### src/design/bam_pkg.sv
// ----------------------------------------------------------------------------
// bam_pkg: shared types and constants for the BCD add/multiply unit
// Digit count, column widths, payload structs and the nibble check.
// ----------------------------------------------------------------------------
package bam_pkg;

   localparam int DIGITS  = 16;                       // decimal digits per operand
   localparam int DATA_W  = 64;                       // payload field width
   localparam int RES_W   = DIGITS * 4;               // bits that hold real digits
   localparam int COL_MAX = DIGITS * 81;              // largest column sum in a product
   localparam int COL_W   = $clog2(COL_MAX + 1);
   localparam int T_W     = COL_W + 1;                // column plus incoming carry
   localparam int CARRY_W = T_W - 3;                  // t / 10 fits here
   localparam int CNT_W   = $clog2(DIGITS + 1);

   // x / 10 == (x * RECIP) >> RECIP_SHIFT for every x below 2**16
   localparam int RECIP_W     = 16;
   localparam logic [RECIP_W-1:0] RECIP = 16'hCCCD;
   localparam int RECIP_SHIFT = 19;
   localparam int RADIX       = 10;

   localparam logic OP_ADD = 1'b0;
   localparam logic OP_MUL = 1'b1;

   typedef struct packed {
      logic              req_type;
      logic [DATA_W-1:0] operand_a;
      logic [DATA_W-1:0] operand_b;
   } bam_req_type;

   typedef struct packed {
      logic [DATA_W-1:0] result_bcd;
      logic              overflow;
      logic              bad_digit;
   } bam_rsp_type;

   // control from the sequencer to the column generator
   typedef struct packed {
      logic load;
      logic step;
   } bam_ctl_type;

   // one finished column per transfer, plus the status of the columns left over
   typedef struct packed {
      logic             valid;
      logic [COL_W-1:0] col;
      logic             high_nz;
   } bam_col_type;

   typedef enum logic [2:0] {
      ST_IDLE = 3'b001,
      ST_RUN  = 3'b010,
      ST_HOLD = 3'b100
   } bam_state_type;

   function automatic logic bcd_bad(input logic [DATA_W-1:0] x);
      logic bad;
      bad = 1'b0;
      for (int i = 0; i < DIGITS; i++) begin
         if (x[4*i +: 4] > 4'd9) bad = 1'b1;
      end
      return bad;
   endfunction

endpackage

### src/design/bcd_add_multiply_unit_top.sv
// ----------------------------------------------------------------------------
// bcd_add_multiply_unit_top: packed BCD add / multiply unit
// rsp_valid rises after the digit loop (ST_RUN) and the hold state (ST_HOLD).
// A new request is taken only while idle or as the held result moves out;
//   the column generator takes one digit (one multiplier digit) per cycle.
// Reset (synchronous, active high) clears the sequencer and the output valid;
//   no clearing pass, the unit is ready once reset drops.
// ----------------------------------------------------------------------------
module bcd_add_multiply_unit_top import bam_pkg::*; (
   input  logic        clock,
   input  logic        reset,
   input  logic        req_valid,
   output logic        req_ready,
   input  bam_req_type req_data,
   output logic        rsp_valid,
   input  logic        rsp_ready,
   output bam_rsp_type rsp_data
);

   // Flow: a request transfer loads the column generator and clears the
   // normalizer. The generator then emits DIGITS raw columns, one a
   // cycle; the normalizer folds in each in the cycle after. Overflow is a
   // carry left after the top kept digit, or any nonzero column above it (all
   // columns are nonnegative, so the discarded part is zero only if all are zero).

   bam_state_type     state_ff, state_in;
   logic [CNT_W-1:0]  cnt_ff, cnt_in;
   logic              bad_ff;
   logic              rsp_valid_ff, rsp_valid_in;
   bam_rsp_type       rsp_ff, rsp_in;

   bam_ctl_type       ctl;
   bam_col_type       col;
   logic [RES_W-1:0]  norm_res;
   logic              carry_nz;

   logic              out_free;
   logic              load_out;
   logic              req_xfer;
   logic              last_col;

   bam_colgen u_colgen (
      .clock (clock),
      .reset (reset),
      .ctl   (ctl),
      .req   (req_data),
      .col   (col)
   );

   bam_norm u_norm (
      .clock    (clock),
      .reset    (reset),
      .clear    (ctl.load),
      .col      (col),
      .res      (norm_res),
      .carry_nz (carry_nz)
   );

   // output slot frees up when empty or when its transfer happens now
   assign out_free  = !rsp_valid_ff || rsp_ready;
   assign load_out  = (state_ff == ST_HOLD) && out_free;
   assign req_ready = (state_ff == ST_IDLE) || load_out;
   assign req_xfer  = req_valid && req_ready;
   assign last_col  = (cnt_ff == CNT_W'(DIGITS));

   assign ctl.load = req_xfer;
   assign ctl.step = (state_ff == ST_RUN) && !last_col;

   always_comb begin
      state_in = state_ff;
      cnt_in   = cnt_ff;
      unique case (state_ff)
         ST_IDLE: begin
            if (req_xfer) begin
               state_in = ST_RUN;
               cnt_in   = '0;
            end
         end
         ST_RUN: begin
            // advance one column per cycle; no step at the last count, so the normalizer drains
            cnt_in = cnt_ff + CNT_W'(1);
            if (last_col) state_in = ST_HOLD;
         end
         ST_HOLD: begin
            // hold the finished result until the output slot is free
            if (load_out) begin
               state_in = req_xfer ? ST_RUN : ST_IDLE;
               cnt_in   = '0;
            end
         end
         default: begin
            state_in = ST_IDLE;
            cnt_in   = '0;
         end
      endcase
   end

   always_comb begin
      if (bad_ff) begin
         rsp_in.result_bcd = '0;
         rsp_in.overflow   = 1'b0;
         rsp_in.bad_digit  = 1'b1;
      end else begin
         rsp_in.result_bcd = DATA_W'(norm_res);
         rsp_in.overflow   = carry_nz || col.high_nz;
         rsp_in.bad_digit  = 1'b0;
      end
   end

   always_comb begin
      rsp_valid_in = rsp_valid_ff;
      if (load_out) begin
         rsp_valid_in = 1'b1;
      end else if (rsp_ready) begin
         rsp_valid_in = 1'b0;
      end
   end

   always_ff @(posedge clock) begin
      if (reset) begin
         state_ff     <= ST_IDLE;
         cnt_ff       <= '0;
         rsp_valid_ff <= 1'b0;
      end else begin
         state_ff     <= state_in;
         cnt_ff       <= cnt_in;
         rsp_valid_ff <= rsp_valid_in;
      end
   end

   always_ff @(posedge clock) begin
      if (req_xfer) begin
         bad_ff <= bcd_bad(req_data.operand_a) || bcd_bad(req_data.operand_b);
      end
      if (load_out) begin
         rsp_ff <= rsp_in;
      end
   end

   assign rsp_valid = rsp_valid_ff;
   assign rsp_data  = rsp_ff;

   // a request transfer always starts the digit loop
   a_start_run: assert property (@(posedge clock) disable iff (reset)
      (req_valid && req_ready) |=> (state_ff == ST_RUN))
      else $error("request transfer did not start the digit loop");

   // a new result only appears out of the hold state
   a_result_from_hold: assert property (@(posedge clock) disable iff (reset)
      $rose(rsp_valid) |-> $past(state_ff == ST_HOLD))
      else $error("result presented without a finished computation");

   // the column stream is drained before the result is taken
   a_cols_drained: assert property (@(posedge clock) disable iff (reset)
      (state_ff == ST_HOLD) |-> !col.valid)
      else $error("column still in flight while result is held");

   // a bad nibble forces a zero result without overflow
   a_bad_zero: assert property (@(posedge clock) disable iff (reset)
      (rsp_valid && rsp_data.bad_digit) |->
         (rsp_data.result_bcd == '0) && !rsp_data.overflow)
      else $error("bad digit result not cleared");

endmodule

### src/design/bam_colgen.sv
// ----------------------------------------------------------------------------
// bam_colgen: decimal column generator
// Emits one raw (unnormalized) decimal column per step. Add mode sums one
// digit pair per step; multiply mode adds A times one multiplier digit into
// a sliding window of column sums and retires its lowest column.
// ----------------------------------------------------------------------------
module bam_colgen import bam_pkg::*; (
   input  logic        clock,
   input  logic        reset,
   input  bam_ctl_type ctl,
   input  bam_req_type req,
   output bam_col_type col
);

   logic [RES_W-1:0] a_ff, b_ff;
   logic             mul_ff;
   logic [COL_W-1:0] win_ff [DIGITS];
   logic [COL_W-1:0] win_in [DIGITS];
   logic [COL_W-1:0] sum_v  [DIGITS];
   logic [COL_W-1:0] col_ff, col_in;
   logic             valid_ff;
   logic             high_nz;

   always_comb begin
      logic [7:0] prod;
      prod = '0;
      for (int i = 0; i < DIGITS; i++) begin
         prod     = 8'(a_ff[4*i +: 4]) * 8'(b_ff[3:0]);
         sum_v[i] = win_ff[i] + COL_W'(prod);
      end
      for (int i = 0; i < DIGITS - 1; i++) begin
         win_in[i] = sum_v[i+1];
      end
      win_in[DIGITS-1] = '0;
      col_in = mul_ff ? sum_v[0] : COL_W'(a_ff[3:0]) + COL_W'(b_ff[3:0]);
   end

   // window holds the high columns once all multiplier digits are in;
   // in add mode it carries no meaning, so drop it there
   always_comb begin
      high_nz = 1'b0;
      for (int i = 0; i < DIGITS; i++) begin
         if (mul_ff && (win_ff[i] != '0)) high_nz = 1'b1;
      end
   end

   always_ff @(posedge clock) begin
      if (reset) begin
         valid_ff <= 1'b0;
      end else begin
         valid_ff <= ctl.step;
      end
   end

   always_ff @(posedge clock) begin
      if (ctl.load) begin
         a_ff   <= req.operand_a[RES_W-1:0];
         b_ff   <= req.operand_b[RES_W-1:0];
         mul_ff <= (req.req_type == OP_MUL);
         for (int i = 0; i < DIGITS; i++) win_ff[i] <= '0;
      end else if (ctl.step) begin
         // multiplicand stays put in multiply mode
         a_ff   <= mul_ff ? a_ff : (a_ff >> 4);
         b_ff   <= b_ff >> 4;
         win_ff <= win_in;
         col_ff <= col_in;
      end
   end

   assign col.valid   = valid_ff;
   assign col.col     = col_ff;
   assign col.high_nz = high_nz;

endmodule

### src/design/bam_norm.sv
// ----------------------------------------------------------------------------
// bam_norm: decimal carry normalizer
// Adds the running carry to each raw column, keeps the low decimal digit in
// a result shift register and passes the quotient on as the next carry.
// ----------------------------------------------------------------------------
module bam_norm import bam_pkg::*; (
   input  logic             clock,
   input  logic             reset,
   input  logic             clear,
   input  bam_col_type      col,
   output logic [RES_W-1:0] res,
   output logic             carry_nz
);

   logic [CARRY_W-1:0]     carry_ff, carry_in;
   logic [RES_W-1:0]       res_ff, res_in;
   logic [T_W-1:0]         t_val, rem;
   logic [T_W+RECIP_W-1:0] recip_prod;
   logic [RES_W+3:0]       shifted;
   logic [3:0]             digit;

   always_comb begin
      t_val      = T_W'(col.col) + T_W'(carry_ff);
      recip_prod = (T_W+RECIP_W)'(t_val) * (T_W+RECIP_W)'(RECIP);
      carry_in   = CARRY_W'(recip_prod >> RECIP_SHIFT);
      rem        = t_val - T_W'(carry_in) * T_W'(RADIX);
      digit      = rem[3:0];
      // digits arrive low first: insert at the top, move the rest down
      shifted    = {digit, res_ff} >> 4;
      res_in     = shifted[RES_W-1:0];
   end

   always_ff @(posedge clock) begin
      if (reset) begin
         carry_ff <= '0;
      end else if (clear) begin
         carry_ff <= '0;
      end else if (col.valid) begin
         carry_ff <= carry_in;
      end
   end

   always_ff @(posedge clock) begin
      if (col.valid) begin
         res_ff <= res_in;
      end
   end

   assign res      = res_ff;
   assign carry_nz = (carry_ff != '0);

endmodule
### config.mk
export PLATFORM = sky130hd
export DESIGN_NAME = bcd_add_multiply_unit_top
export DESIGN_NICKNAME = d
export VERILOG_FILES = /design/src/design/bam_pkg.sv /design/src/design/bcd_add_multiply_unit_top.sv /design/src/design/bam_colgen.sv /design/src/design/bam_norm.sv
export SDC_FILE = /design/constraint.sdc
export NUM_CORES = 2
export LEC_CHECK = 0
export ABC_CLOCK_PERIOD_IN_PS = 6800
export BUFFER_PORTS_ARGS = -buffer_cell sky130_fd_sc_hd__buf_4
export CELL_PAD_IN_SITES_DETAIL_PLACEMENT = 2
export CELL_PAD_IN_SITES_GLOBAL_PLACEMENT = 2
export CORE_AREA = 8 8 305 307
export CTS_CLUSTER_DIAMETER = 40
export DETAILED_ROUTE_END_ITERATION = 8
export DIE_AREA = 0 0 313 315
export GPL_ROUTABILITY_DRIVEN = 1
export PLACE_DENSITY_LB_ADDON = 0.1
export SLEW_MARGIN = 30
export SYNTH_ARGS = -nofsm -noshare
export SYNTH_HDL_FRONTEND = slang
export SYNTH_SLANG_ARGS = --single-unit
### constraint.sdc
create_clock -name clock -period 6.8 [get_ports clock]
set_input_delay 0.68 -clock clock [delete_from_list [all_inputs] [get_ports clock]]
set_output_delay 0.68 -clock clock [all_outputs]
set_load 0.02 [all_outputs]
* After elaboration in Yosys (flattened, before gate mapping)
Index checks and enable logic that the tools add are counted.
Storage, ports and cells: flip-flop bits (word level) 452, output and inout bits 68, word-level logic and storage cells 220
Operators by class: $add $sub $neg 19, multiply operators 18, magnitude comparators 32, eq/ne operators 8, muxes and demuxes 66, bitwise logic cells 1, reductions and logical operators 47
Operators by type and width (number):
- 2-to-1 mux 64 bit | 5
- nonzero test 11 bit | 15
- adder 11 x 8 -> 11 bit | 14
- > comparator 4 bit (second input constant) | 32
- multiplier 4 x 4 -> 8 bit | 16
- 2-to-1 mux 1 bit | 52
- multiplier 12 x 16 -> 28 bit (second input constant) | 1
- logical AND 1 bit | 18
- one-hot mux 5 bit (3 select lines) | 1
- adder 11 x 9 -> 12 bit | 1
- 2-to-1 mux 11 bit | 1
- 2-to-1 mux 5 bit | 2
- adder 8 x 8 -> 9 bit | 1
- multiplier 9 x 3 -> 3 bit (second input constant) | 1
- 2-to-1 mux 3 bit | 3
- one-hot mux 3 bit (3 select lines) | 1
- nonzero test 9 bit | 1
- != test 2 bit (second input constant) | 4
- AND reduction 2 bit | 3
- adder 4 x 4 -> 5 bit | 1
- adder 5 x 1 -> 5 bit (second input constant) | 1
- equality test 5 bit (second input constant) | 1
- logical OR 1 bit | 4
- nonzero test 2 bit | 2
- 9 further kinds | 10

* Depth between registers and ports, before layout
depth in word-level cells 19, mapped depth 30, gate-level depth less buffers 30

* Cells and area by module
From an unflattened synthesis, not the netlist that was laid out.
Unflattened totals: cell total of the unflattened synthesis 3188, area, all modules 32852.8 sq um
By module, submodules not included:
- bam_colgen | instances 1, cells each 2470, area an instance 24085.6 sq um, sequential area each 7407.1 sq um
- bam_norm | instances 1, cells each 477, area an instance 5569.1 sq um, sequential area each 2102.0 sq um
- bcd_add_multiply_unit_top | instances 1, cells each 241, area an instance 3198.1 sq um, sequential area each 2192.1 sq um

* Least setup slack after synthesis
Ideal clock, no wire load.
path kind register to register, start point register u_colgen.col_ff[0], end point register u_norm.res_ff[63] (netlist: u_norm.res[63]) (data pin), library setup time 262 ps, arrival time 6601 ps, required time 6538 ps, slack -63 ps, cell stages (with the launch flop) 28, clock period less this slack 6863 ps, cell sequence edfxtp_1 ha_1 fa_1 a21o_1 a21oi_2 o21ai_1 a21oi_1 o21ai_1 xnor2_2 ha_1 inv_1 fa_1 fa_1 inv_1 fa_1 fa_1 inv_1 ha_1 and3_1 a41o_1 a211oi_2 xnor2_1 ha_1 inv_1 fa_1 xor2_1 xnor2_1 xnor2_1
On the way: longest elaborated chain between the ends 4
Ends and longest elaborated chain:
- from (decl) | line bam_colgen.sv:20 | logic [COL_W-1:0] col_ff, col_in;
- from (signal assigned) | line bam_colgen.sv:66 | col_ff <= col_in;
- adder 11 x 9 -> 12 bit | line bam_norm.sv:23 | t_val = T_W'(col.col) + T_W'(carry_ff);
- multiplier 12 x 16 -> 28 bit | line bam_norm.sv:24 | recip_prod = (T_W+RECIP_W)'(t_val) * (T_W+RECIP_W)'(RECIP);
- net u_norm.recip_prod[19] | line bam_norm.sv:18 | logic [T_W+RECIP_W-1:0] recip_prod;
- multiplier 9 x 3 -> 3 bit | line bam_norm.sv:26 | rem = t_val - T_W'(carry_in) * T_W'(RADIX);
- subtractor 4 bit | line bam_norm.sv:26
- net u_norm.rem[3] | line bam_norm.sv:17 | logic [T_W-1:0] t_val, rem;
- to (signal assigned) | line bam_norm.sv:45 | res_ff <= res_in;
- to (decl) | line bam_norm.sv:16 | logic [RES_W-1:0] res_ff, res_in;
The timed path passes the listed nets, and every way through them passes these cells. A chain may end at the register's enable or synchronous reset.

* Worst setup path after layout
Ends and elaborated chain as after synthesis.

==> flow_summary.ini <==
[status]
outcome = finished, violations left
violations = setup timing

[grt]
grt_pass1_wl_mm = 159.7
grt_pass1_vias = 28310
antenna_found_initial = 1
grt_max_degree = 187
track_usage_pct = 20.39
grt_remaining_overflow = 0

[logic_synthesis]
syn_area_um2 = 31520
post-synth-top-area-fraction_pct = 25.81
synth_cell_types = 60
synthArstFlopShare_pct = 0
syn_inst = 3316
ys_ff_latch = 449
synth_top_cell_by_area = edfxtp_1
synth_edf_count = 271
synth_seq_area_share_pct = 37.12
yosys_warnings = 0
syn_nets = 4004
synthTopCellsByArea = edfxtp_1 (26%), ha_1 (15%), fa_1 (12%)
synth_ff_type = edfxtp_1
synth_area_per_cell_um2 = 9.507

[routing]
wl_per_cell_um = 20.85
drt_wl_total_mm = 100.4
drc = 0
drtIter0Drc = 802
ant_nets = 0
via_per_inst = 4.992
num_vias = 24030
drtPass1Iterations = 4

[clocking]
root_buffer = clkbuf_16
clk_latency_ns = 0.66
cts-hold-fix-buffers = 0
cts_buffers = 97
clock-sinks = 449
path_clk_slew_ns = 0.05
cts_tree = yes
cts_buffer_depth = 3
htreeDepth = 3

[placement]
port-buffer-count = 200
dpl.hpwl_mm = 74.96
dp_slack_ns = -0.4506
gp_congestion = 0.8023

[sta]
clock_skew_ns = 0.02345
grt_setup_unrepaired = yes
hold_viol = 0
setup_tns_ns = -0.1640
period_share_pct = 102.4
fin_crit_ns = 6.964
max_freq_mhz = 143.6
relSlewSlack_pct = 33.68
drv_slew = 0
setup_viol = 1
timing.final.ws_setup_ns = -0.1640
worst_pin_slew_ns = 0.9948

[worst_setup_path]
cpPeakStageDelay_ns = 0.55
path_max_fanout = 3
endpoint_kind = register
required_ns = 7.17
critPathSlowestCell = fa_2
worstSetupPathType = register to register
arrival_ns = 7.34
rr_worst_depth = 28
critPathLaunchType = register

[hold_path]
worst_hold_path.num_cells = 1
holdCritPathClass = input port to register

[floorplan]
io_pins = 201
die_height_um = 315
initial_core_util_pct = 35.84
core_um2 = 87970
fp-row-count = 109
die-area_um2 = 98600
fp.dieW_um = 313

[cells_and_area]
syn_to_final_growth_pct = 21.76
drive_above_1_share_pct = 13.76
nets = 4253
diodes = 0

[power_and_ir_drop]
power_frac_seq_pct = 23.8
switching_share_pct = 38.10
clkPwrFrac_pct = 32.1
switching_power_w = 0.005882
irDropWorstVdd_mv = 0.2708
combPwrFrac_pct = 44.1
power_leakage_nw = 17.80
power_density_nw_per_um2 = 402.2
power.internal_w = 0.009558

[run]
drv_cap = 0
area by class of cell:
cell class,count,area (um^2)
clock buffer,128,2811
clock inverter,55,663.1
fill,9397,49580
inverter,520,1959
multi-input combinational,2231,17700
sequential,449,11710
tap,1165,1458
timing repair buffer,266,2086
timing repair:
item / 4_1_cts / 5_1_grt
gates resized for setup: 34 / 12
pin swaps: 43 / 23
endpoints found under the setup margin: 3 / 6
endpoints found under the hold margin: 0 / 0
setup buffers: 9 / 7
per-layer routing:
layer,track usage [%],share of wire (%),vias to the layer above,wire length (um)
li1,-,-,11390,-
met1,24.60,43,12220,43090
met2,37.61,52,282,52150
met3,2.606,2.4,140,2438
met4,6.137,2.7,0,2714
met5,0,0,-,0
power by group through the flow:
stage	sequential, W	clock, W	combinational, W
finish	0.00368	0.00495	0.00681
CTS	0.00369	0.00507	0.00676
detailed placement	0.00374	0	0.00633
floorplan	0.00359	0	0.00443
global placement	0.00372	0	0.00592
global route	0.00372	0.00519	0.00775
worst paths after layout:
| path | to | startpoint | slack (ns) |
|---|---|---|---|
| worst min register to register | u_norm.res[0] | u_norm.res[4] | 0.43 |
| worst max-delay path | u_norm.res[63] | u_colgen.col_ff[0] | -0.16 |
| worst min-delay path | u_colgen.mul_ff | req_data[128] | 0.23 |
| worst max register to register | u_norm.res[63] | u_colgen.col_ff[0] | -0.16 |
critical path: cells and delay by family, from the launching register on:
family,cells,cell delay (ns)
xor+xnor,5,0.80
compound gates,8,1.47
buf+inv,5,0.44
flops,1,0.37
fa+ha+maj,10,3.64
through the flow:
stage	total power (W)	hold WS [ns]	utilization, %	cells	area (um^2)
2_1_floorplan	0.008017	0.4180	-	3316	31540
3_3_place_gp	0.009640	0.4200	39.21	4614	34500
3_5_place_dp	0.01006	0.4324	39.23	4614	34510
4_1_cts	0.01552	0.1861	43.46	4806	38230
5_1_grt	0.01666	0.1926	43.63	4814	38380
6_report	0.01544	0.2330	43.63	4814	38380
layout by cell type (no fill, tap or decap), drive strengths merged, types with 3 or more instances in the layout:
cell,instances
o21ai,191
nor2,32
nand2b,8
o21a,3
nor2b,70
buf,266
xnor2,98
o31ai,18
xor2,51
a41o,5
nand2,590
ha,371
and2,169
nand4,21
inv,530
fa,184
bufinv,11
clkinv,28
or4,3
o21bai,64
clkinvlp,6
dfxtp,178
a21o,35
nor4,41
edfxtp,271
o22ai,4
nor3,8
nand3,114
clkbuf,128
mux2i,4
a21oi,113
a41oi,9
state kept, by name, summed over array words and instances (netlist names), 3 cells and up:
register,cells
rsp_data,66
u_colgen.col_ff,11
u_norm.res,64
u_colgen.win_ff,159
cnt_ff,5
state_ff,3
u_colgen.a_ff,64
u_colgen.b_ff,64
u_norm.carry_ff,9
cells by family after synthesis:
logic type | share of synthesized area (%)
and+or+nand+nor | 15.88
xor gates and xnor gates | 4.187
muxes | 0.1627
DFF | 37.12
AOI/OAI and AO/OA | 8.601
adders and majority gates | 26.41
buffers and inverters | 7.640
synth_stat cells (5+ instances only):
cell type / count
nand2_1: 590
inv_1: 518
ha_1: 371
edfxtp_1: 271
o21ai_0: 187
fa_1: 184
dfxtp_1: 178
and2_1: 169
nand3_1: 114
a21oi_1: 110
clkbuf_1: 99
xnor2_1: 97
nor2b_1: 70
o21bai_1: 64
xor2_1: 50
nor4_1: 41
a21o_1: 34
nor2_1: 32
nand4_1: 21
o31ai_1: 18
a41oi_1: 9
buf_2: 8
nand2b_1: 8
nor3_1: 8
buf_1: 6
a41o_1: 5
Note: power is estimated with default switching activity, not from simulation.
